[src/rtl/dgb_pkg.sv]
// Shared types, sizes and constants of the density grid binner.
// Used by every module of the block but dgb_ram; depends on nothing.
`timescale 1ns / 1ps
package dgb_pkg;

    localparam int GRID_COLS  = 64;
    localparam int GRID_ROWS  = 16;
    localparam int COUNT_BITS = 16;

    localparam int BINS_X    = GRID_COLS * 2;
    localparam int BINS_Y    = GRID_ROWS * 4;
    localparam int BIN_TOTAL = BINS_X * BINS_Y;
    localparam int ADDR_W    = $clog2(BIN_TOTAL);
    localparam int BXI_W     = (BINS_X > 1) ? $clog2(BINS_X) : 1;
    localparam int BYI_W     = $clog2(BINS_Y);
    localparam int BX_W      = $clog2(BINS_X + 1);
    localparam int BY_W      = $clog2(BINS_Y + 1);
    localparam int CE_W      = $clog2(GRID_COLS + 1);
    localparam int RE_W      = $clog2(GRID_ROWS + 1);

    localparam int COORD_W = 16;
    localparam int COL_W   = 6;
    localparam int ROW_W   = 4;
    localparam int DEN_W   = 19;
    localparam int MUL_W   = ((BX_W > BY_W) ? BX_W : BY_W) + 1;
    localparam int NUM_W   = DEN_W + MUL_W;
    localparam int SUM_W   = COUNT_BITS + 3;

    localparam logic [SUM_W-1:0] THR_MAGENTA = SUM_W'(10000);
    localparam logic [SUM_W-1:0] THR_RED     = SUM_W'(3010);
    localparam logic [SUM_W-1:0] THR_YELLOW  = SUM_W'(1000);
    localparam logic [SUM_W-1:0] THR_GREEN   = SUM_W'(301);
    localparam logic [SUM_W-1:0] THR_CYAN    = SUM_W'(100);
    localparam logic [SUM_W-1:0] THR_WHITE   = SUM_W'(30);

    localparam logic [2:0] CLS_NONE    = 3'd0;
    localparam logic [2:0] CLS_WHITE   = 3'd1;
    localparam logic [2:0] CLS_CYAN    = 3'd2;
    localparam logic [2:0] CLS_GREEN   = 3'd3;
    localparam logic [2:0] CLS_YELLOW  = 3'd4;
    localparam logic [2:0] CLS_RED     = 3'd5;
    localparam logic [2:0] CLS_MAGENTA = 3'd6;

    localparam int REG_W = 3;
    localparam logic [REG_W-1:0] REG_X_LOW  = 3'd0;
    localparam logic [REG_W-1:0] REG_X_HIGH = 3'd1;
    localparam logic [REG_W-1:0] REG_Y_LOW  = 3'd2;
    localparam logic [REG_W-1:0] REG_Y_HIGH = 3'd3;
    localparam logic [REG_W-1:0] REG_COLS   = 3'd4;
    localparam logic [REG_W-1:0] REG_ROWS   = 3'd5;

    localparam int Q_DEPTH = 2;
    localparam int Q_PTR_W = (Q_DEPTH > 1) ? $clog2(Q_DEPTH) : 1;
    localparam int Q_CNT_W = $clog2(Q_DEPTH + 1);

    typedef enum logic [1:0] {
        OP_ADD   = 2'd0,
        OP_READ  = 2'd1,
        OP_CLEAR = 2'd2,
        OP_NONE  = 2'd3
    } t_op;

    typedef enum logic [2:0] {
        ST_SWEEP,
        ST_IDLE,
        ST_DIV,
        ST_ADD_RD,
        ST_ADD_WR,
        ST_CELL,
        ST_CELL_FIN,
        ST_EMIT
    } t_state;

    typedef struct packed {
        logic [CE_W-1:0] cols_eff;
        logic [RE_W-1:0] rows_eff;
        logic [BX_W-1:0] bins_x;
        logic [BY_W-1:0] bins_y;
    } t_grid;

    typedef struct packed {
        t_op              op;
        logic             span_ok;
        logic             cell_ok;
        logic [NUM_W-1:0] num_x;
        logic [NUM_W-1:0] num_y;
        logic [DEN_W-1:0] den_x;
        logic [DEN_W-1:0] den_y;
        logic [COL_W-1:0] col;
        logic [ROW_W-1:0] row;
    } t_cmd;

    typedef struct packed {
        logic       counted;
        logic [2:0] cls;
        logic [7:0] dots;
    } t_res;

endpackage

[src/rtl/dgb_front.sv]
// Front end: takes items, classifies them and forms the divide operands.
// Depends on dgb_pkg.
`timescale 1ns / 1ps
module dgb_front (
    input  logic                              i_clk,
    input  logic                              i_rst_n,
    input  logic                              i_valid,
    output logic                              o_ready,
    input  dgb_pkg::t_op                      i_op,
    input  logic signed [dgb_pkg::COORD_W-1:0] i_x,
    input  logic signed [dgb_pkg::COORD_W-1:0] i_y,
    input  logic [dgb_pkg::COL_W-1:0]          i_col,
    input  logic [dgb_pkg::ROW_W-1:0]          i_row,
    input  logic signed [dgb_pkg::COORD_W-1:0] i_x_low,
    input  logic signed [dgb_pkg::COORD_W-1:0] i_x_high,
    input  logic signed [dgb_pkg::COORD_W-1:0] i_y_low,
    input  logic signed [dgb_pkg::COORD_W-1:0] i_y_high,
    input  dgb_pkg::t_grid                    i_grid,
    output logic                              o_valid,
    input  logic                              i_ready,
    output dgb_pkg::t_cmd                     o_cmd
);
    import dgb_pkg::*;

    logic signed [DEN_W-1:0] w_hx, w_hy, w_dx, w_dy, w_xoff, w_yoff;
    logic signed [NUM_W-1:0] w_num_x, w_num_y;
    logic [BX_W-1:0]         w_bxm1;
    logic [BY_W-1:0]         w_bym1;
    t_cmd                    n_cmd;
    logic                    r_valid;
    t_cmd                    r_cmd;
    logic                    w_take;

    always_comb begin
        // equal bounds widen the high end to (high+1)*2
        w_hx   = (i_x_high == i_x_low) ? (DEN_W'(i_x_high) + DEN_W'(1)) * DEN_W'(2)
                                       : DEN_W'(i_x_high);
        w_hy   = (i_y_high == i_y_low) ? (DEN_W'(i_y_high) + DEN_W'(1)) * DEN_W'(2)
                                       : DEN_W'(i_y_high);
        w_dx   = w_hx - DEN_W'(i_x_low);
        w_dy   = w_hy - DEN_W'(i_y_low);
        w_xoff = DEN_W'(i_x) - DEN_W'(i_x_low);
        w_yoff = DEN_W'(i_y) - DEN_W'(i_y_low);
        w_bxm1 = i_grid.bins_x - BX_W'(1);
        w_bym1 = i_grid.bins_y - BY_W'(1);
        w_num_x = NUM_W'(w_xoff) * NUM_W'($signed({1'b0, w_bxm1}));
        w_num_y = NUM_W'(w_dy - w_yoff) * NUM_W'($signed({1'b0, w_bym1}));

        n_cmd         = '0;
        n_cmd.op      = i_op;
        n_cmd.span_ok = (w_dx != '0) && (w_dy != '0);
        n_cmd.cell_ok = (32'(i_col) < 32'(i_grid.cols_eff)) &&
                        (32'(i_row) < 32'(i_grid.rows_eff));
        n_cmd.num_x   = w_num_x;
        n_cmd.num_y   = w_num_y;
        n_cmd.den_x   = w_dx;
        n_cmd.den_y   = w_dy;
        n_cmd.col     = i_col;
        n_cmd.row     = i_row;
    end

    assign o_ready = !r_valid || i_ready;
    assign w_take  = i_valid && o_ready;

    always_ff @(posedge i_clk) begin
        if (!i_rst_n) begin
            r_valid <= 1'b0;
        end else if (w_take) begin
            r_valid <= 1'b1;
        end else if (i_ready) begin
            r_valid <= 1'b0;
        end
    end

    always_ff @(posedge i_clk) begin
        if (w_take) begin
            r_cmd <= n_cmd;
        end
    end

    assign o_valid = r_valid;
    assign o_cmd   = r_cmd;
endmodule

[config.mk]
export PLATFORM = sky130hd
export DESIGN_NAME = dgb_front
export DESIGN_NICKNAME = d
export VERILOG_FILES = /design/src/rtl/dgb_pkg.sv /design/src/rtl/dgb_front.sv
export SDC_FILE = /design/constraint.sdc
export NUM_CORES = 1
export LEC_CHECK = 0
export BUFFER_PORTS_ARGS = -buffer_cell sky130_fd_sc_hd__buf_4
export CORE_ASPECT_RATIO = 2
export CORE_MARGIN = 5
export CORE_UTILIZATION = 40
export DETAILED_ROUTE_END_ITERATION = 7
export PLACE_DENSITY = 0.65
export SETUP_SLACK_MARGIN = 0.05
export SLEW_MARGIN = 40
export SYNTH_ARGS = -nofsm -noshare
export SYNTH_HDL_FRONTEND = slang
export SYNTH_SLANG_ARGS = --single-unit
[constraint.sdc]
create_clock -name i_clk -period 21.2 [get_ports i_clk]
set_input_delay 1.06 -clock i_clk [delete_from_list [all_inputs] [get_ports i_clk]]
set_output_delay 1.06 -clock i_clk [all_outputs]
set_load 0.01 [all_outputs]
* After elaboration in Yosys (flattened, before gate mapping)
Index checks and enable logic that the tools add are counted.
** Operators by class
- Add/sub/neg operators :: 9
- Multiply operators :: 2
- Div/mod/pow operators :: 0
- Order comparisons :: 2
- Eq/ne operators :: 2
- Shift-type cells :: 0
- Multiplexer cells :: 4
- Bitwise gates (word level) :: 0
- Reduce and logical (&&, ||, !) cells :: 8
** Operator list (number)
- 19-bit two-way mux :: 2
- 19-bit nonzero test :: 2
- 19-bit by 16-bit subtractor with 19-bit output :: 2
- 16-bit by 2-bit adder with 17-bit output, second input constant :: 2
- 16-bit by 16-bit subtractor with 17-bit output :: 2
- 16-bit == test :: 2
- 20-bit by 8-bit multiplier with 28-bit output :: 1
- 17-bit by 9-bit multiplier with 26-bit output :: 1
- 19-bit by 17-bit subtractor with 20-bit output :: 1
- 8-bit by 1-bit subtractor with 8-bit output, second input constant :: 1
- 6-bit by 7-bit < comparator with 1-bit output :: 1
- 7-bit by 1-bit subtractor with 7-bit output, second input constant :: 1
- 4-bit by 5-bit < comparator with 1-bit output :: 1
- 1-bit logical AND :: 3
- 1-bit two-way mux :: 2
- 2-bit nonzero test :: 1
- 1-bit logical NOT :: 1
- 1-bit logical OR :: 1
** Storage, ports and cells
- Register bits after elaboration :: 109
- Bits in latches :: 0
- RAM bits :: 0
- Bits in read-only memories :: 0
- Input bits :: 139
- Output and inout bits :: 110
- Word-level logic and storage cells :: 37
- Memories :: 0

* Longest topological paths before layout
Gate-level depths: netlist of the first run.
- Depth after elaboration :: 5
- Gate-level depth with buffers :: 42
- Mapped depth without buffers :: 40

* Worst setup path after synthesis of the first run
OpenSTA, ideal clock, no wires.
- Kind :: input to register
- Start :: input port i_y_high[8] in the netlist's numbering
- End :: register r_cmd, in the netlist o_cmd[74], data pin
- Setup time :: 0.262 ns
- Arrival :: 9.852 ns
- Setup slack :: 11.085 ns
- Stages on the path :: 39
- Cells stage by stage :: clkbuf_1 > xor2_1 > nor4_1 > nand4_1 > clkbuf_1 > mux2_2 > ha_1 > nor2b_1 > o31a_1 > o21ai_0 > nand2b_1 > a31oi_1 > xnor2_1 > inv_1 > fa_1 > inv_1 > ha_1 > a21oi_1 > [3 not listed] > a311o_1 > xnor2_1 > nor2_1 > fa_1 > fa_1 > fa_1 > inv_1 > fa_1 > inv_1 > ha_1 > a21o_1 > a21o_1 > a21o_1 > a21o_1 > a221o_1 > a41oi_1 > o21bai_1 > xor2_1
** RTL lines
- start, declared :: RTL line dgb_front.sv:17 : input logic signed [dgb_pkg::COORD_W-1:0] i_y_high,
- end signal, assigned :: RTL line dgb_front.sv:77 : r_cmd <= n_cmd;
- end, declared :: RTL line dgb_front.sv:31 : t_cmd r_cmd;

==> results of run 1 <==
==> layout make-up <==
type                       instances  area share (%)
timing repair buffer             260           9.073
antenna                            1         0.01161
sequential                       107           14.86
tap                              627           3.640
multi-input combinational       1543           63.84
clock inverter                     7          0.2728
clock buffer                       9           1.045
inverter                         417           7.262
==> kinds of logic after synthesis <==
group	share of synthesized area, %
xor+xnor	8.268
buf+inv	9.322
compound gates	10.97
fa+ha+maj	38.17
simple gates	15.90
flops	17.18
mux	0.1812
==> critical path, delay by kind of cell <==
family / cells / cell delay, ps
adder cells (fa/ha/maj): 8 / 3560
AND/OR/NAND/NOR: 7 / 1150
buffers and inverters: 7 / 660
AO/OA/AOI/OAI: 15 / 3100
XOR/XNOR: 4 / 1030
==> how the worst max path moves through the flow <==
stage                     slack [ps]          from   endpoint
after floorplan                11090   i_y_high[8]  o_cmd[74]
after global placement         10600   i_y_high[7]  o_cmd[74]
after detailed placement       10440  i_y_high[15]  o_cmd[74]
after CTS                      10870  i_y_high[15]  o_cmd[74]
after global routing           10170  i_y_high[15]  o_cmd[74]
final                          10810  i_y_high[15]  o_cmd[74]
==> flip-flops by register name, summed over array words and instances, names as in the netlist <==
| signal | cells |
|---|---|
| o_cmd | 106 |
| o_valid | 1 |
==> through the flow <==
stage               util, %  hold WS (ps)  worst slack [ps]  std cells
floorplan                 -         609.6             11090       2111
global placement      45.76         527.8             10600       2954
finish                46.47         553.8             10810       2971
detailed placement    45.83         535.1             10440       2954
CTS                   46.44         551.1             10870       2970
global route          46.47         569.4             10170       2971
==> metal layers <==
metal	vias up	wire, um
li1	7300	-
met1	7151	21080
met2	445	20700
met3	71	3829
met4	2	1530
met5	-	13
==> layout by cell type (no fill, tap or decap), types with 31 or more instances in the layout <==
cell type and count:
ha_1 196, nand2_1 98, a21o_1 31, nor3_1 34, xnor2_1 84, xor2_1 89
edfxtp_1 106, fa_1 233, inv_1 417, nand3_1 38, o21ai_0 70, buf_4 259
nand2b_1 63, a21oi_1 75, nor2_1 251
==> qor.csv, run 1 <==
stage,metric,value,unit
floorplan,core-area,46380,um2
sta,finalSetupViolations,0,
global_routing,grt_pass1_vias,15097,
drt,drt-total-wl,47160,um
cts,postCtsHoldBufs,0,
drt,drt-initial-drc-count,667,
worst_hold_path,whs_path_depth,2,
sta,slew_violations,0,
drt,drt_pass1_iterations,5,
synthesis,synth-seq-area-share,17.18,%
synthesis,synth_cell_types,66,
finish,nets,2906,
synthesis,synth_common_cells,"inv_1 (417), nor2_1 (251), fa_1 (233)",
synthesis,syn-num-nets,2679,
worst_hold_path,worstHoldStart,o_valid,
synthesis,synth_area,18640,um2
worst_setup_path,crit_fanout,30,
cts,cts.root.buffer_cell,clkbuf_16,
worst_setup_path,reg2reg_to,o_cmd[91],
sta,setup_tns,0,ps
finish,seqCellArea,3203,um2
placement,dpl_cell_area,21260,um2
outcome,status,completed,
sta,slew_headroom,40.62,%
cts,path_clk_slew,90,ps
global_routing,grt_antenna_before_repair,2,
placement,placement.io_buffers,248,
cts,post-cts-setup-buffer-count,0,
floorplan,die_h,315.3,um
worst_hold_path,hold_class,reg -> reg,
global_routing,met1_usage,25.41,%
synthesis,synth_cells,2111,
global_routing,grt_pass1_wl,76720,um
worst_setup_path,cpMaxStageDelayCell,fa_1,
worst_setup_path,crit_type,in -> reg,
synthesis,ys_ff_latch,107,
worst_setup_path,arrival,10550,ps
run,drv_cap,0,
sta,hold_viol,0,
sta,worst_pin_slew,884.3,ps
worst_setup_path,critPathMaxStageDelay,530,ps
cts,clk_path_buf_depth,2,
cts,cts_resized,0,
worst_setup_path,r2r.worst_path.cells,3,
cts,cts_inserted_buffers,9,
drt,wl_per_cell,15.87,um
global_routing,grt_use_met2,28.58,%
finish,drive_gt1_share,13.62,%
floorplan,die_w,162.7,um
sta,rsz0062_at_grt,false,
floorplan,initial_core_util,40.19,%
cts,cts_tree,built,
synthesis,synth_area_leaders,"fa_1 (25%), edfxtp_1 (17%), ha_1 (13%)",
global_routing,busiest_layer,met2,
global_routing,grt_usage,18.64,%
synthesis,synth_warnings,0,
cts,cts.sinks,107,
floorplan,pin_count,249,
floorplan,placementRows,112,
sta,fin_crit,10400,ps
synthesis,synth_top_area_share,25.02,%
synthesis,postSynthAreaPerCell,8.831,um2
synthesis,yosysTopAreaCell,fa_1,
synthesis,synth_edf_count,106,
global_routing,gr-total-overflow,0,
worst_setup_path,critPathCaptureType,flip-flop,
finish,stdcell_area,21550,um2
drt,route.detailed.drc,0,
synthesis,ys.flop_type,edfxtp_1,
sta,fin_crit_sh,49.03,%
drt,postRouteAntennaNets,0,
worst_setup_path,cp_data_required_time,21350,ps
global_routing,grt_use_met3,5.284,%
global_routing,grt_max_degree,74,
synthesis,yosysMostFrequentCell,inv_1,
finish,area.growth.synth_to_final,15.62,%
drt,post_drt_via_cell_ratio,5.038,
finish,multi_input_area,13760,um2
sta,fmax,96.20,MHz
drt,vias,14969,
cts,clk_latency,400,ps
finish,nFillCells,4499,
worst_hold_path,whs_endpoint,o_valid,
worst_setup_path,startpoint_type,primary input,
placement,gp_congestion,0.8931,
floorplan,dieArea,51290,um2
cts,htreeDepth,3,
sta,fin_skew,9.521,ps
worst_setup_path,worstReg2RegStart,o_valid,
worst_setup_path,crit_top_cell,fa_1,
worst_setup_path,rrSetupSlack,19260,ps
synthesis,synthArstFlopShare,0,%
placement,hpwl,39950,um
Power of run 1 is not shown: default switching activity piles up to over one toggle a cycle in this logic, so the estimate is an artifact.
==> run 2: changes to the inputs <==
==> constraint.sdc (replaced) <==
create_clock -name i_clk -period 10.83 [get_ports i_clk]
set_input_delay 0.5415 -clock i_clk [delete_from_list [all_inputs] [get_ports i_clk]]
set_output_delay 0.5415 -clock i_clk [all_outputs]
set_load 0.01 [all_outputs]
==> run 2 against run 1 <==
Routed wire length fell by 0.28%. Worst setup slack lost 10000 ps. Highest routed layer unchanged. Non-clock buffer count up 3. Cell count rose by 0.24%. Hold slack worse by 240 ps. Global-route usage decreased by 0.10 points. Sequential cell count stayed put. Critical path type unchanged. Critical path depth down 3. Clock skew grew 0.76 ps.
==> qor.csv, run 2 (synthesized netlist as in run 1, its figures left out) <==
stage,metric,value,unit,change
sta,fin_crit,9981,ps,
worst_setup_path,rrSetupSlack,8740,ps,"-10,520 ps"
drt,vias,14908,,-0.41%
floorplan,die_w,162.7,um,unchanged
finish,nets,2909,,+0.10%
drt,drt-total-wl,47030,um,-0.28%
cts,post-cts-setup-buffer-count,0,,unchanged
worst_hold_path,hold_class,in -> reg,,
cts,clk_path_buf_depth,2,,unchanged
worst_setup_path,reg2reg_to,o_cmd[7],,
placement,placement.io_buffers,248,,unchanged
drt,post_drt_via_cell_ratio,5.006,,-0.64%
cts,cts.sinks,107,,unchanged
cts,cts.root.buffer_cell,clkbuf_16,,
cts,path_clk_slew,90,ps,about the same
floorplan,dieArea,51290,um2,unchanged
sta,worst_pin_slew,800.7,ps,-83.61 ps
global_routing,grt_pass1_wl,76700,um,about the same
finish,largest_reg_flops,106,,unchanged
global_routing,grt_antenna_before_repair,5,,+3
worst_hold_path,worstHoldStart,i_op[1],,
cts,cts_inserted_buffers,9,,unchanged
worst_setup_path,critPathMaxStageDelay,520,ps,about the same
cts,cts_tree,built,,
sta,fmax,100.2,MHz,
worst_setup_path,crit_family,adder cells,,
worst_hold_path,whs_endpoint,o_cmd[107],,
floorplan,die_h,315.3,um,unchanged
cts,clk_latency,400,ps,about the same
placement,hpwl,39970,um,about the same
worst_setup_path,crit_type,in -> reg,,
sta,hold_viol,0,,unchanged
global_routing,gr-total-overflow,0,,unchanged
placement,gp_congestion,0.8738,,-2.2%
drt,route.detailed.drc,0,,unchanged
sta,setup_tns,0,ps,unchanged
cts,cts_resized,0,,unchanged
worst_setup_path,startpoint_type,primary input,,
drt,postRouteAntennaNets,0,,unchanged
floorplan,initial_core_util,40.19,%,unchanged
floorplan,core-area,46380,um2,unchanged
cts,postCtsHoldBufs,0,,unchanged
cts,htreeDepth,3,,unchanged
finish,final_common_cell,inv_1,,
worst_setup_path,path_buf_inv,5,,-2
global_routing,grt_pass1_vias,15077,,-0.13%
worst_setup_path,worstReg2RegStart,o_valid,,
finish,drive_gt1_share,13.73,%,+0.11 points
sta,slew_headroom,46.24,%,+5.6 points
worst_hold_path,whs_path_depth,1,,-1
floorplan,placementRows,112,,unchanged
drt,drt-initial-drc-count,760,,+14%
worst_setup_path,crit_fanout,11,,-63%
worst_setup_path,cpMaxStageDelayCell,fa_1,,
sta,finalSetupViolations,0,,unchanged
worst_setup_path,crit_top_cell,fa_1,,
floorplan,pin_count,249,,unchanged
worst_setup_path,cp_data_required_time,10980,ps,"-10,370 ps"
worst_setup_path,critPathCaptureType,flip-flop,,
worst_setup_path,path_depth,38,,-7.3%
worst_setup_path,arrival,10130,ps,-420 ps
sta,fin_crit_sh,92.16,%,
sta,slew_violations,0,,unchanged
outcome,status,completed,,
finish,final_cell_mix,"inv_1 (417), buf_4 (262), nor2_1 (251)",,
sta,rsz0062_at_grt,false,,
finish,area.growth.synth_to_final,15.81,%,
global_routing,grt_usage,18.54,%,-0.10 points
sta,fin_skew,10.28,ps,+0.7620 ps
drt,wl_per_cell,15.79,um,-0.51%
run,drv_cap,0,,unchanged
global_routing,grt_max_degree,43,,-42%
drt,drt_pass1_iterations,7,,+2
worst_setup_path,r2r.worst_path.cells,4,,+1
## run 2: layer usage
layer | wire length [um] | track usage (%) | vias to the layer above
met4 | 1170 | 5.591 | 2
li1 | - | - | 7305
met2 | 20900 | 28.66 | 399
met5 | 20 | 0 | -
met1 | 21120 | 25.34 | 7147
met3 | 3827 | 5.389 | 55
## run 2: metrics by stage
stage          area, um2  util (%)  hold slack (ps)  std cells  setup slack (ps)
2_1_floorplan      18640         -            609.6       2111              1234
6_report           21590     46.55            315.9       2978             849.5
3_5_place_dp       21290     45.90            544.1       2957             478.0
3_3_place_gp       21240     45.79            524.0       2956             625.2
4_1_cts            21570     46.50            293.4       2973             922.4
5_1_grt            21590     46.54            301.2       2976             258.6
## run 2: worst max path at each step
stage                            start        end  slack [ps]
after floorplan            i_y_high[8]  o_cmd[74]        1230
after global placement    i_y_high[15]  o_cmd[74]         630
after detailed placement   i_y_high[8]  o_cmd[74]         480
after CTS                  i_y_high[8]  o_cmd[74]         920
after global routing       i_y_high[8]  o_cmd[74]         260
final                      i_y_high[8]  o_cmd[74]         850
## run 2: area by class of cell
class	instances	area (um2)
Antenna cell	5	12.51
Clock buffer	10	229.0
Clock inverter	6	50.05
Fill cell	4495	24790
Inverter	417	1565
Multi-Input combinational cell	1543	13760
Sequential cell	107	3203
Tap cell	627	784.5
Timing Repair Buffer	263	1987
Power of run 2 is left out for the same reason.
