`config.mk`:
```
export PLATFORM = sky130hd
export DESIGN_NAME = dgb_queue
export DESIGN_NICKNAME = d
export VERILOG_FILES = /design/src/rtl/dgb_pkg.sv /design/src/rtl/dgb_queue.sv
export SDC_FILE = /design/constraint.sdc
export NUM_CORES = 1
export LEC_CHECK = 0
export BUFFER_PORTS_ARGS = -buffer_cell sky130_fd_sc_hd__buf_2
export CORE_ASPECT_RATIO = 1.1
export CORE_MARGIN = 2
export CORE_UTILIZATION = 58
export CTS_BUF_LIST = sky130_fd_sc_hd__clkbuf_2 sky130_fd_sc_hd__clkbuf_4 sky130_fd_sc_hd__clkbuf_8
export CTS_CLUSTER_SIZE = 28
export DETAILED_ROUTE_END_ITERATION = 8
export GPL_ROUTABILITY_DRIVEN = 1
export HOLD_SLACK_MARGIN = 0.15
export PLACE_DENSITY = 0.85
export REMOVE_ABC_BUFFERS = 1
export SETUP_SLACK_MARGIN = 0.1
export SYNTH_ARGS = -nofsm -noshare
export SYNTH_HDL_FRONTEND = slang
export SYNTH_SLANG_ARGS = --single-unit
```
`constraint.sdc`:
```
create_clock -name i_clk -period 8.7 [get_ports i_clk]
set_clock_uncertainty 0.1 [all_clocks]
set_input_delay 0.435 -clock i_clk [delete_from_list [all_inputs] [get_ports i_clk]]
set_output_delay 0.435 -clock i_clk [all_outputs]
set_load 0.01 [all_outputs]
```
`src/rtl/dgb_pkg.sv`:
```
// Shared types, sizes and constants of the density grid binner.
// Used by every module of the block but dgb_ram; depends on nothing.
`timescale 1ns / 1ps
package dgb_pkg;

    localparam int GRID_COLS  = 64;
    localparam int GRID_ROWS  = 16;
    localparam int COUNT_BITS = 16;

    localparam int BINS_X    = GRID_COLS * 2;
    localparam int BINS_Y    = GRID_ROWS * 4;
    localparam int BIN_TOTAL = BINS_X * BINS_Y;
    localparam int ADDR_W    = $clog2(BIN_TOTAL);
    localparam int BXI_W     = (BINS_X > 1) ? $clog2(BINS_X) : 1;
    localparam int BYI_W     = $clog2(BINS_Y);
    localparam int BX_W      = $clog2(BINS_X + 1);
    localparam int BY_W      = $clog2(BINS_Y + 1);
    localparam int CE_W      = $clog2(GRID_COLS + 1);
    localparam int RE_W      = $clog2(GRID_ROWS + 1);

    localparam int COORD_W = 16;
    localparam int COL_W   = 6;
    localparam int ROW_W   = 4;
    localparam int DEN_W   = 19;
    localparam int MUL_W   = ((BX_W > BY_W) ? BX_W : BY_W) + 1;
    localparam int NUM_W   = DEN_W + MUL_W;
    localparam int SUM_W   = COUNT_BITS + 3;

    localparam logic [SUM_W-1:0] THR_MAGENTA = SUM_W'(10000);
    localparam logic [SUM_W-1:0] THR_RED     = SUM_W'(3010);
    localparam logic [SUM_W-1:0] THR_YELLOW  = SUM_W'(1000);
    localparam logic [SUM_W-1:0] THR_GREEN   = SUM_W'(301);
    localparam logic [SUM_W-1:0] THR_CYAN    = SUM_W'(100);
    localparam logic [SUM_W-1:0] THR_WHITE   = SUM_W'(30);

    localparam logic [2:0] CLS_NONE    = 3'd0;
    localparam logic [2:0] CLS_WHITE   = 3'd1;
    localparam logic [2:0] CLS_CYAN    = 3'd2;
    localparam logic [2:0] CLS_GREEN   = 3'd3;
    localparam logic [2:0] CLS_YELLOW  = 3'd4;
    localparam logic [2:0] CLS_RED     = 3'd5;
    localparam logic [2:0] CLS_MAGENTA = 3'd6;

    localparam int REG_W = 3;
    localparam logic [REG_W-1:0] REG_X_LOW  = 3'd0;
    localparam logic [REG_W-1:0] REG_X_HIGH = 3'd1;
    localparam logic [REG_W-1:0] REG_Y_LOW  = 3'd2;
    localparam logic [REG_W-1:0] REG_Y_HIGH = 3'd3;
    localparam logic [REG_W-1:0] REG_COLS   = 3'd4;
    localparam logic [REG_W-1:0] REG_ROWS   = 3'd5;

    localparam int Q_DEPTH = 2;
    localparam int Q_PTR_W = (Q_DEPTH > 1) ? $clog2(Q_DEPTH) : 1;
    localparam int Q_CNT_W = $clog2(Q_DEPTH + 1);

    typedef enum logic [1:0] {
        OP_ADD   = 2'd0,
        OP_READ  = 2'd1,
        OP_CLEAR = 2'd2,
        OP_NONE  = 2'd3
    } t_op;

    typedef enum logic [2:0] {
        ST_SWEEP,
        ST_IDLE,
        ST_DIV,
        ST_ADD_RD,
        ST_ADD_WR,
        ST_CELL,
        ST_CELL_FIN,
        ST_EMIT
    } t_state;

    typedef struct packed {
        logic [CE_W-1:0] cols_eff;
        logic [RE_W-1:0] rows_eff;
        logic [BX_W-1:0] bins_x;
        logic [BY_W-1:0] bins_y;
    } t_grid;

    typedef struct packed {
        t_op              op;
        logic             span_ok;
        logic             cell_ok;
        logic [NUM_W-1:0] num_x;
        logic [NUM_W-1:0] num_y;
        logic [DEN_W-1:0] den_x;
        logic [DEN_W-1:0] den_y;
        logic [COL_W-1:0] col;
        logic [ROW_W-1:0] row;
    } t_cmd;

    typedef struct packed {
        logic       counted;
        logic [2:0] cls;
        logic [7:0] dots;
    } t_res;

endpackage

```
`src/rtl/dgb_queue.sv`:
```
// Short command queue between front and back end.
// Depends on dgb_pkg.
`timescale 1ns / 1ps
module dgb_queue (
    input  logic           i_clk,
    input  logic           i_rst_n,
    input  logic           i_push,
    output logic           o_ready,
    input  dgb_pkg::t_cmd  i_cmd,
    output logic           o_valid,
    input  logic           i_pop,
    output dgb_pkg::t_cmd  o_cmd
);
    import dgb_pkg::*;

    t_cmd               r_mem [Q_DEPTH];
    logic [Q_PTR_W-1:0] r_wr, r_rd;
    logic [Q_CNT_W-1:0] r_cnt;
    logic               w_push, w_pop;

    assign o_ready = (r_cnt != Q_CNT_W'(Q_DEPTH));
    assign o_valid = (r_cnt != '0);
    assign w_push  = i_push && o_ready;
    assign w_pop   = i_pop && o_valid;
    assign o_cmd   = r_mem[r_rd];

    always_ff @(posedge i_clk) begin
        if (!i_rst_n) begin
            r_wr  <= '0;
            r_rd  <= '0;
            r_cnt <= '0;
        end else begin
            if (w_push) begin
                r_wr <= (32'(r_wr) == Q_DEPTH - 1) ? '0 : r_wr + Q_PTR_W'(1);
            end
            if (w_pop) begin
                r_rd <= (32'(r_rd) == Q_DEPTH - 1) ? '0 : r_rd + Q_PTR_W'(1);
            end
            r_cnt <= r_cnt + Q_CNT_W'(w_push) - Q_CNT_W'(w_pop);
        end
    end

    always_ff @(posedge i_clk) begin
        if (w_push) begin
            r_mem[r_wr] <= i_cmd;
        end
    end
endmodule

```
Yosys cells after proc, flatten, opt, wreduce, memory -nomap -nowiden
Memory sizes are Yosys's and may differ from the RTL's. A register that Yosys moved wholly into a read port is not among the register bits.
Cells that the tools add are included.
{"block": "word_totals", "ram_bits": 216, "latchBits": 0, "mem_bits_ro": 0, "input_bits": 112, "regBits": 4, "output_inout_bits": 110, "n_memories": 1, "wordCells": 18}
{"block": "op_classes", "div": 0, "addsub": 4, "eq_ne": 1, "shift": 0, "n_reduce_logical": 3, "magnitude_cmp": 0, "n_mux": 6, "multipliers": 0, "n_bitwise": 0}
{"memory": "r_mem", "words": 2, "word_bits": 108, "read_ports": 1, "rd_ports_with_merged_regs": 1, "wr": 1, "line": "dgb_queue.sv:16", "text": "t_cmd r_mem [Q_DEPTH];"}
{"operator": "two-way mux 1 bit", "count": 6}
{"operator": "adder 1 bit (second input constant)", "count": 2}
{"operator": "adder 2 x 1 -> 2 bit", "count": 1}
{"operator": "logical AND 1 bit", "count": 2}
{"operator": "inequality test 2 bit (second input constant)", "count": 1}
{"operator": "nonzero test 2 bit", "count": 1}
{"operator": "subtractor 2 x 1 -> 2 bit", "count": 1}

Logic depth before layout (Yosys ltp)
Gate-level depths: netlist (run 1).
{"block": "logic_depth", "word_depth": 4, "depth_mapped": 6, "depth_no_buf": 6}

Worst setup path after synthesis (run 1)
OpenSTA, ideal clock, no wires.
{"block": "synth_timing", "path_type": "register -> register", "from": "register r_cnt[0]", "to": "memory r_mem[1][0] in the netlist's numbering (enable)", "t_arrival_ps": 3203, "path_slack_ps": 4917, "n_path_buf": 0, "stages_incl_launch_ff": 3, "period_less_slack_ps": 3783, "setup_time_ps": 480, "cell_sequence": "dfxtp_1 > nand2b_1 > and3_1"}
{"block": "synth_via", "elab_chain_cells": 4}
{"item": "from (decl)", "line": "dgb_queue.sv:18", "text": "logic [Q_CNT_W-1:0] r_cnt;"}
{"item": "from (signal assigned)", "line": "dgb_queue.sv:39", "text": "r_cnt <= r_cnt + Q_CNT_W'(w_push) - Q_CNT_W'(w_pop);"}
{"item": "inequality test 2 bit", "line": "dgb_queue.sv:21", "text": "assign o_ready = (r_cnt != Q_CNT_W'(Q_DEPTH));"}
{"item": "net o_ready", "line": "dgb_queue.sv:8", "text": "output logic o_ready,"}
{"item": "logical AND 1 bit", "line": "dgb_queue.sv:23", "text": "assign w_push = i_push && o_ready;"}
{"item": "two-way mux 1 bit", "line": "dgb_queue.sv:44", "text": "if (w_push) begin"}
{"item": "two-way mux 1 bit (not written as such)", "line": "dgb_queue.sv:45", "text": "r_mem[r_wr] <= i_cmd;"}
{"item": "to (decl)", "line": "dgb_queue.sv:16"}
The timed path passes the listed nets, and every way through them passes these cells.

==> results_dict.tcl, run 1 <==
set metrics [dict create \
    clkTransAtPathRegs_ns 0.07 \
    grt.total_usage_pct 23.6 \
    yosysMostFrequentCell "edfxtp_1" \
    share_comb_of_total_power_pct 20.7 \
    io_pins 222 \
    h-tree-depth 2 \
    tritoncts "yes" \
    pwr_density_cell_mw_per_mm2 250 \
    multi_input_area_mm2 0.00146 \
    fill_cells 699 \
    rows 45 \
    pwr-share-clk_pct 30.9 \
    path_class "flop to output pin" \
    cp-start-kind "flop" \
    synth_top_area_share_pct 79.8 \
    rsz0062_at_grt "false" \
    drc 0 \
    period_needed_ns 3.27 \
    antenna_left 0 \
    via_per_inst 5.05 \
    grt_max_degree 72 \
    drt_pass1_iterations 4 \
    synth_ff_type "edfxtp_1" \
    synthTopCellsByCount "edfxtp_1, mux2_2, mux2_4" \
    post-place-cells 765 \
    syn_to_final_growth_pct 37.8 \
    outcome "finished clean" \
    fmax_mhz 306 \
    synthTopCellsByArea "edfxtp_1, mux2_2, mux2_4" \
    synth.avg_cell_area_um2 22.3 \
    worst_pin_slew_ns 0.973 \
    period_share_pct 37.5 \
    irDropWorstVdd_uv 177 \
    cp-end-kind "output pin" \
    crit_arrival_ns 2.73 \
    core_mm2 0.0137 \
    wl_um 17700 \
    postSynthCellCount 365 \
    start_util_pct 59.1 \
    ys_types 24 \
    crit_required_ns 8.17 \
    gp_congestion 0.737 \
    cts_resized 0 \
    cts_root_buf "clkbuf_8" \
    cts_buffer_depth 3 \
    cts_made_buffers 34 \
    grt_pass1_vias 5312 \
    die_x_um 117 \
    cts_hold_buffers 109 \
    die-area_mm2 0.0150 \
    grt_pass1_wl_um 26200 \
    p_sw_share_pct 25.4 \
    p_leak_nw 4.31 \
    synth_top_cell_by_area "edfxtp_1" \
    post_drt_wl_per_cell_um 18.8 \
    power_frac_seq_pct 48.4 \
    setup_viol 0 \
    cts_sinks 221 \
    seqCellArea_mm2 0.00659 \
    cts_setup_buffers 0 \
    hold_viol_final 0 \
    p_sw_w 0.000713 \
    synth.yosys.warnings 0 \
    synth_edf_count 216 \
    max_cap_viol_count 0 \
    final_net_count 835 \
    slew_violations 0 \
    stdcell_count 937 \
    ys_seq_elements 221 \
    synthArstFlopShare_pct 0 \
    maxSlewHeadroom_pct 35.2 \
    port_buffers 221 \
    drive_gt1_share_pct 52.8 \
    drtIter0Drc 291 \
    die_y_um 128 \
    overflow 0 \
    dp_hpwl_um 9270 \
    synth.cell_area_mm2 0.00813 \
    num_vias 4734 \
    worstSkewPairLatency_ns 0.49 \
    power.internal_w 0.00209 \
    yosysSeqAreaShare_pct 81.1 \
    hold_class "primary input to flop" \
    grt_antenna_before_repair 1 \
    whs_ns 0.270 \
    crit_fanout 62 \
    fin_tns_setup_ns 0 \
]
[cell type report]
| type | instances | area share (%) |
|---|---|---|
| clock buffer | 54 | 5.69 |
| clock inverter | 6 | 0.447 |
| inverter | 1 | 0.0559 |
| tap | 188 | 2.10 |
| multi-input combinational | 131 | 13.0 |
| sequential | 221 | 58.8 |
| timing repair buffer | 333 | 19.8 |
| antenna | 3 | 0.0670 |
[power groups by stage]
| stage | Combinational [W] | Clock (W) | Sequential [W] |
|---|---|---|---|
| 2_1_floorplan | 0.000333 | 0 | 0.00139 |
| 3_3_place_gp | 0.000527 | 0 | 0.00137 |
| 3_5_place_dp | 0.000537 | 0 | 0.00138 |
| 4_1_cts | 0.000579 | 0.000873 | 0.00135 |
| 5_1_grt | 0.000625 | 0.000926 | 0.00137 |
| 6_report | 0.000581 | 0.000865 | 0.00136 |
[stage by stage]
stage / instance area, um2 / setup slack (ns) / total power, W / util [%]
CTS: 11200 / 5.40 / 0.00281 / 81.5
detailed placement: 9420 / 5.95 / 0.00191 / 68.5
global route: 11200 / 5.28 / 0.00292 / 81.5
global placement: 9420 / 5.95 / 0.00189 / 68.5
finish: 11200 / 5.43 / 0.00280 / 81.5
floorplan: 8040 / 4.71 / 0.00172 / -
[cell families after synthesis]
family	after synthesis	synth area share, %
AO/OA/AOI/OAI	7	0.662
XOR/XNOR	1	0.108
adder cells (fa/ha/maj)	1	0.154
buffers and inverters	13	1.09
flip-flops	221	81.1
multiplexers	109	16.0
AND/OR/NAND/NOR	13	0.909
[sequential cells by signal (all words and copies together), names as in the netlist, named ones only]
signal  flops
r_rd        1
r_wr        1
r_cnt       2
r_mem     216
[final timing paths]
check	startpoint	endpoint	slack [ns]	cells past startpoint
setup / recovery	flop	o_cmd[105]	5.43	3
hold / removal	i_pop	r_cnt[1]	0.27	3
setup reg to reg	r_cnt[0]	r_mem[1][0]	6.07	3
hold reg to reg	r_rd	r_rd	0.50	2
[critical path, cell delays in order, from the launching register on]
cell,delay (ns)
dfxtp_4,0.82
buf_4,0.76
mux2_2,0.43
buf_2,0.15
[per-layer routing]
layer  GRT usage [%]  vias to the layer above  part of all wire, %  wire, um
met4            11.1                        0                  3.0       527
met1            24.5                     2339                   35      6250
met2            43.1                      190                   55      9700
met5               0                        -                    0         0
met3            6.81                       37                  6.7      1180
li1                -                     2168                    -         -
[cell usage in the layout (no fill, tap or decap)]
cell / n
nand2_1: 1
a21boi_0: 1
or2_2: 1
nor2_1: 2
mux2_4: 20
dfxtp_4: 1
diode_2: 3
mux2_2: 88
xnor2_1: 1
a32oi_1: 1
mux2i_1: 1
dlygate4sd3_1: 109
nand3b_1: 1
buf_2: 221
nand3_1: 1
and2_1: 3
inv_4: 1
clkbuf_8: 37
nor2b_1: 1
bufinv_16: 1
clkbuf_4: 17
buf_4: 3
a21bo_2: 2
and3_4: 1
a211oi_1: 1
o21ai_0: 2
clkinv_1: 4
dfxtp_1: 4
ha_1: 1
clkinv_2: 1
edfxtp_1: 216
nand2b_1: 2
Note: power is estimated with default switching activity, not from simulation.
==> run 2, diff against run 1 <==
- CORE_UTILIZATION: 58 -> 54
- PLACE_DENSITY: 0.85 -> 0.8
- clock period: 8.7 -> 3.1 ns (I/O delays scaled with it)
==> results_dict.tcl, run 2 (synthesis gave the netlist of run 1 again) <==
set metrics [dict create \
    hold_viol_final 0 \
    grt_antenna_before_repair 1 \
    cts_made_buffers 35 \
    crit_required_ns 2.84 \
    wl_um 16900 \
    largest-register "r_mem" \
    drtIter0Drc 251 \
    drive_gt1_share_pct 52.5 \
    met3_length_um 1120 \
    fmax_mhz 404 \
    rsz0062_at_grt "false" \
    met2_length_um 9290 \
    max_cap_viol_count 0 \
    cts_setup_buffers 0 \
    die_x_um 121 \
    final_common_cell "buf_2" \
    irDropWorstVdd_uv 498 \
    crit_arrival_ns 2.22 \
    cts_root_buf "clkbuf_8" \
    wl_met1_um 6030 \
    setup_viol 0 \
    gp_congestion 0.727 \
    h-tree-depth 2 \
    syn_to_final_growth_pct 38.9 \
    core_mm2 0.0149 \
    via_per_inst 4.94 \
    cts_resized 0 \
    crit_fanout 39 \
    worstSkewPairLatency_ns 0.51 \
    cts_sinks 221 \
    io_pins 222 \
    grt_pass1_wl_um 25800 \
    cts_hold_buffers 112 \
    outcome "finished clean" \
    final_net_count 844 \
    drt_pass1_iterations 4 \
    clkTransAtPathRegs_ns 0.06 \
    path_class "flop to output pin" \
    cp-end-kind "output pin" \
    hold_class "primary input to flop" \
    p_leak_nw 4.33 \
    grt_pass1_vias 5217 \
    port_buffers 221 \
    dp_hpwl_um 9780 \
    post_drt_wl_per_cell_um 17.8 \
    die-area_mm2 0.0160 \
    totalPowerFinal_w 0.00781 \
    cts_buffer_depth 3 \
    final_cell_mix "buf_2, edfxtp_1, dlygate4sd3_1, mux2_2, clkbuf_8" \
    slew_violations 0 \
    rows 47 \
    cp-start-kind "flop" \
    start_util_pct 54.6 \
    overflow 0 \
    period_share_pct 79.8 \
    worst_pin_slew_ns 0.625 \
    post-place-cells 778 \
    period_needed_ns 2.47 \
    die_y_um 133 \
    grt.total_usage_pct 20.9 \
    reg.largest.list "r_mem (216), r_cnt (2)" \
    grt_max_degree 49 \
    drc 0 \
    maxSlewHeadroom_pct 58.3 \
    largest_reg_flops 216 \
    pwr_density_cell_mw_per_mm2 692 \
    fill_cells 857 \
    antenna_left 0 \
    tritoncts "yes" \
    stdcell_count 950 \
    num_vias 4691 \
    topRoutingLayerUsed "met4" \
]
==> run 2: cell count changes in the layout (fill, tap and decap cells not counted) <==
cell and delta:
buf_4 +2, clkbuf_4 -5, inv_6 +1, diode_2 -2, clkinv_1 +3, buf_12 +3
clkinvlp_4 +1, dlygate4sd3_1 +3, clkbuf_8 -1
==> run 2: area by class of cell <==
cell class | count | area (um2) | share of cell area (%)
diodes | 1 | 2.50 | 0.0222
clock buffers | 48 | 586 | 5.19
clock inverters | 11 | 77.6 | 0.687
inverters | 1 | 6.26 | 0.0554
multi-input cells | 131 | 1460 | 12.9
flip-flops and latches | 221 | 6590 | 58.4
well taps | 196 | 245 | 2.17
repair buffers | 341 | 2320 | 20.6
==> run 2: power breakdown <==
part	internal, W	switching [W]	leakage [nW]
logic	0.000877	0.000811	1.92
clock network	0.00130	0.00104	0.348
registers	0.00364	0.000140	2.06
==> run 2: worst paths after layout <==
check	startpoint	end	slack (ns)	depth (start not counted)
worst max-delay path	flop	o_cmd[27]	0.63	3
worst min-delay path	i_cmd[68]	r_mem[0][68]	0.28	2
worst max register to register	r_cnt[0]	r_mem[0][33]	0.97	4
worst min register to register	r_rd	flop	0.48	2
==> run 2: through the flow <==
step	hold slack (ns)	area [um2]	TNS, ns	worst slack, ns	util (%)
after CTS	0.235	11300	0	0.572	75.8
after global routing	0.253	11300	0	0.505	75.9
after global placement	0.242	9500	0	1.05	63.9
final	0.277	11300	0	0.625	75.9
after floorplan	0.154	8040	-170.02	-0.683	-
after detailed placement	0.246	9500	0	0.965	63.9
==> run 2: worst max-delay path: stages (launching register included) <==
cell and delay [ns]:
dfxtp_4 0.70, buf_4 0.47, mux2_2 0.39, buf_2 0.15
==> run 2: layer usage <==
metal | global-route usage (%) | up-vias
li1 | - | 2186
met1 | 22.4 | 2292
met2 | 38.6 | 172
met3 | 5.47 | 41
met4 | 8.85 | 0
met5 | 0 | -
==> run 3, diff against run 2 <==
- CORE_UTILIZATION: 54 -> 49
- PLACE_DENSITY: 0.8 -> 0.76
- clock period: 3.1 -> 2 ns (I/O delays scaled with it)
==> results_dict.tcl, run 3 (synthesis gave the netlist of run 1 again) <==
set metrics [dict create \
    crit_required_ns 1.80 \
    layout_setup_ws_ns 0.0981 \
    cts_sinks 221 \
    cts_buffer_depth 3 \
    totalPowerFinal_w 0.0126 \
    path_class "flop to output pin" \
    grt_antenna_before_repair 0 \
    worst_pin_slew_ns 0.346 \
    max_cap_viol_count 0 \
    preCtsSetupSlack_ns 0.236 \
    wl_um 18200 \
    antenna-diode-count 0 \
    outcome "finished clean" \
    fin_util_pct 72.3 \
    period_share_pct 95.1 \
    period_needed_ns 1.90 \
    seqCellArea_mm2 0.00659 \
    antenna_left 0 \
    cts_made_buffers 35 \
    reg.largest.list "r_mem (216), r_cnt (2)" \
    stdcell_count 969 \
    hold_class "primary input to flop" \
    rsz0062_at_grt "true" \
    clkTransAtPathRegs_ns 0.06 \
    cp-start-kind "flop" \
    largest_reg_flops 216 \
    slew_violations 0 \
    crit_fanout 9 \
    hold_viol_final 0 \
    drt_pass1_iterations 4 \
    overflow 0 \
    whs_ns 0.224 \
    num_vias 4790 \
    multi_input_area_mm2 0.00153 \
    io_pins 222 \
    port_buffers 221 \
    grt_max_degree 59 \
    rows 49 \
    worstSkewPairLatency_ns 0.49 \
    h-tree-depth 2 \
    final_net_count 861 \
    cts_root_buf "clkbuf_8" \
    grt_pass1_vias 5226 \
    die_y_um 139 \
    die-area_mm2 0.0176 \
    fmax_mhz 526 \
    gp_congestion 0.697 \
    drc 0 \
    syn_to_final_growth_pct 45.1 \
    grt_pass1_wl_um 26100 \
    die_x_um 127 \
    start_util_pct 49.8 \
    drive_gt1_share_pct 53.5 \
    final_cell_mix "edfxtp_1, buf_2, dlygate4sd3_1, mux2_2, mux2_4" \
    tritoncts "yes" \
    p_leak_nw 4.57 \
    grt.total_usage_pct 19.1 \
    via_per_inst 4.94 \
    core_mm2 0.0163 \
    maxSlewHeadroom_pct 76.9 \
    crit_arrival_ns 1.70 \
    fill_cells 991 \
    setup_viol 0 \
    largest-register "r_mem" \
    dp_hpwl_um 9890 \
    final_common_cell "edfxtp_1" \
    drtIter0Drc 240 \
    post_drt_wl_per_cell_um 18.7 \
    pwr_density_cell_mw_per_mm2 1070 \
    post-place-cells 787 \
    irDropWorstVdd_uv 668 \
    cp-end-kind "output pin" \
]
## run 3: changes by cell type in the layout (fill, tap and decap cells not counted), moves of 2 or more
cell	change
buf_6	+24
clkbuf_16	+5
buf_12	+7
mux2_4	+20
buf_2	-21
mux2_2	-20
clkbuf_4	-2
## run 3: per-stage QoR
stage | TNS, ns | cell area (um2)
after detailed placement | 0 | 9570
after global placement | 0 | 9570
after CTS | 0 | 11400
after floorplan | -520.48 | 8040
final | 0 | 11800
after global routing | 0 | 11800
## run 3: critical path, cell delays in order (launching register included)
cell and delay, ns:
dfxtp_4 0.42, buf_6 0.15, clkbuf_16 0.16, mux2_2 0.34
buf_2 0.14
## run 3: worst paths after layout
path                  start            to  slack (ns)  cells after the start
setup / recovery       flop     o_cmd[70]         0.1                      4
hold / removal    i_cmd[44]  r_mem[0][44]        0.22                      2
setup reg to reg   r_cnt[0]  r_mem[0][62]        0.22                      4
hold reg to reg        r_rd          flop        0.50                      2
## run 3: layout make-up
class | instances | area share, %
sequential | 221 | 55.9
timing repair buffer | 358 | 23.7
multi-input combinational | 131 | 13.0
clock buffer | 47 | 4.96
tap | 204 | 2.16
clock inverter | 7 | 0.255
inverter | 1 | 0.0531
## run 3: repair_timing
item / CTS / global route
endpoints found under the hold margin: 233 / 0
resized for setup: 0 / 50
setup endpoints to repair: 96 / 102
setup buffers: 4 / 5
gates cloned: 1 / 7
hold buffers: 111 / 0
## run 3: routing by layer
| metal | vias up | track usage (%) | part of all wire [%] |
|---|---|---|---|
| li1 | 2218 | - | - |
| met4 | 0 | 6.59 | 2.4 |
| met1 | 2349 | 20.2 | 36 |
| met5 | - | 0 | 0 |
| met3 | 34 | 5.67 | 6.4 |
| met2 | 189 | 35.8 | 55 |
## run 3: power by group
group | switching [W] | internal [W] | total [W] | leakage [nW]
registers | 0.000151 | 0.00564 | 0.00579 | 2.06
logic | 0.00151 | 0.00189 | 0.00340 | 2.19
clock network | 0.00159 | 0.00187 | 0.00345 | 0.322
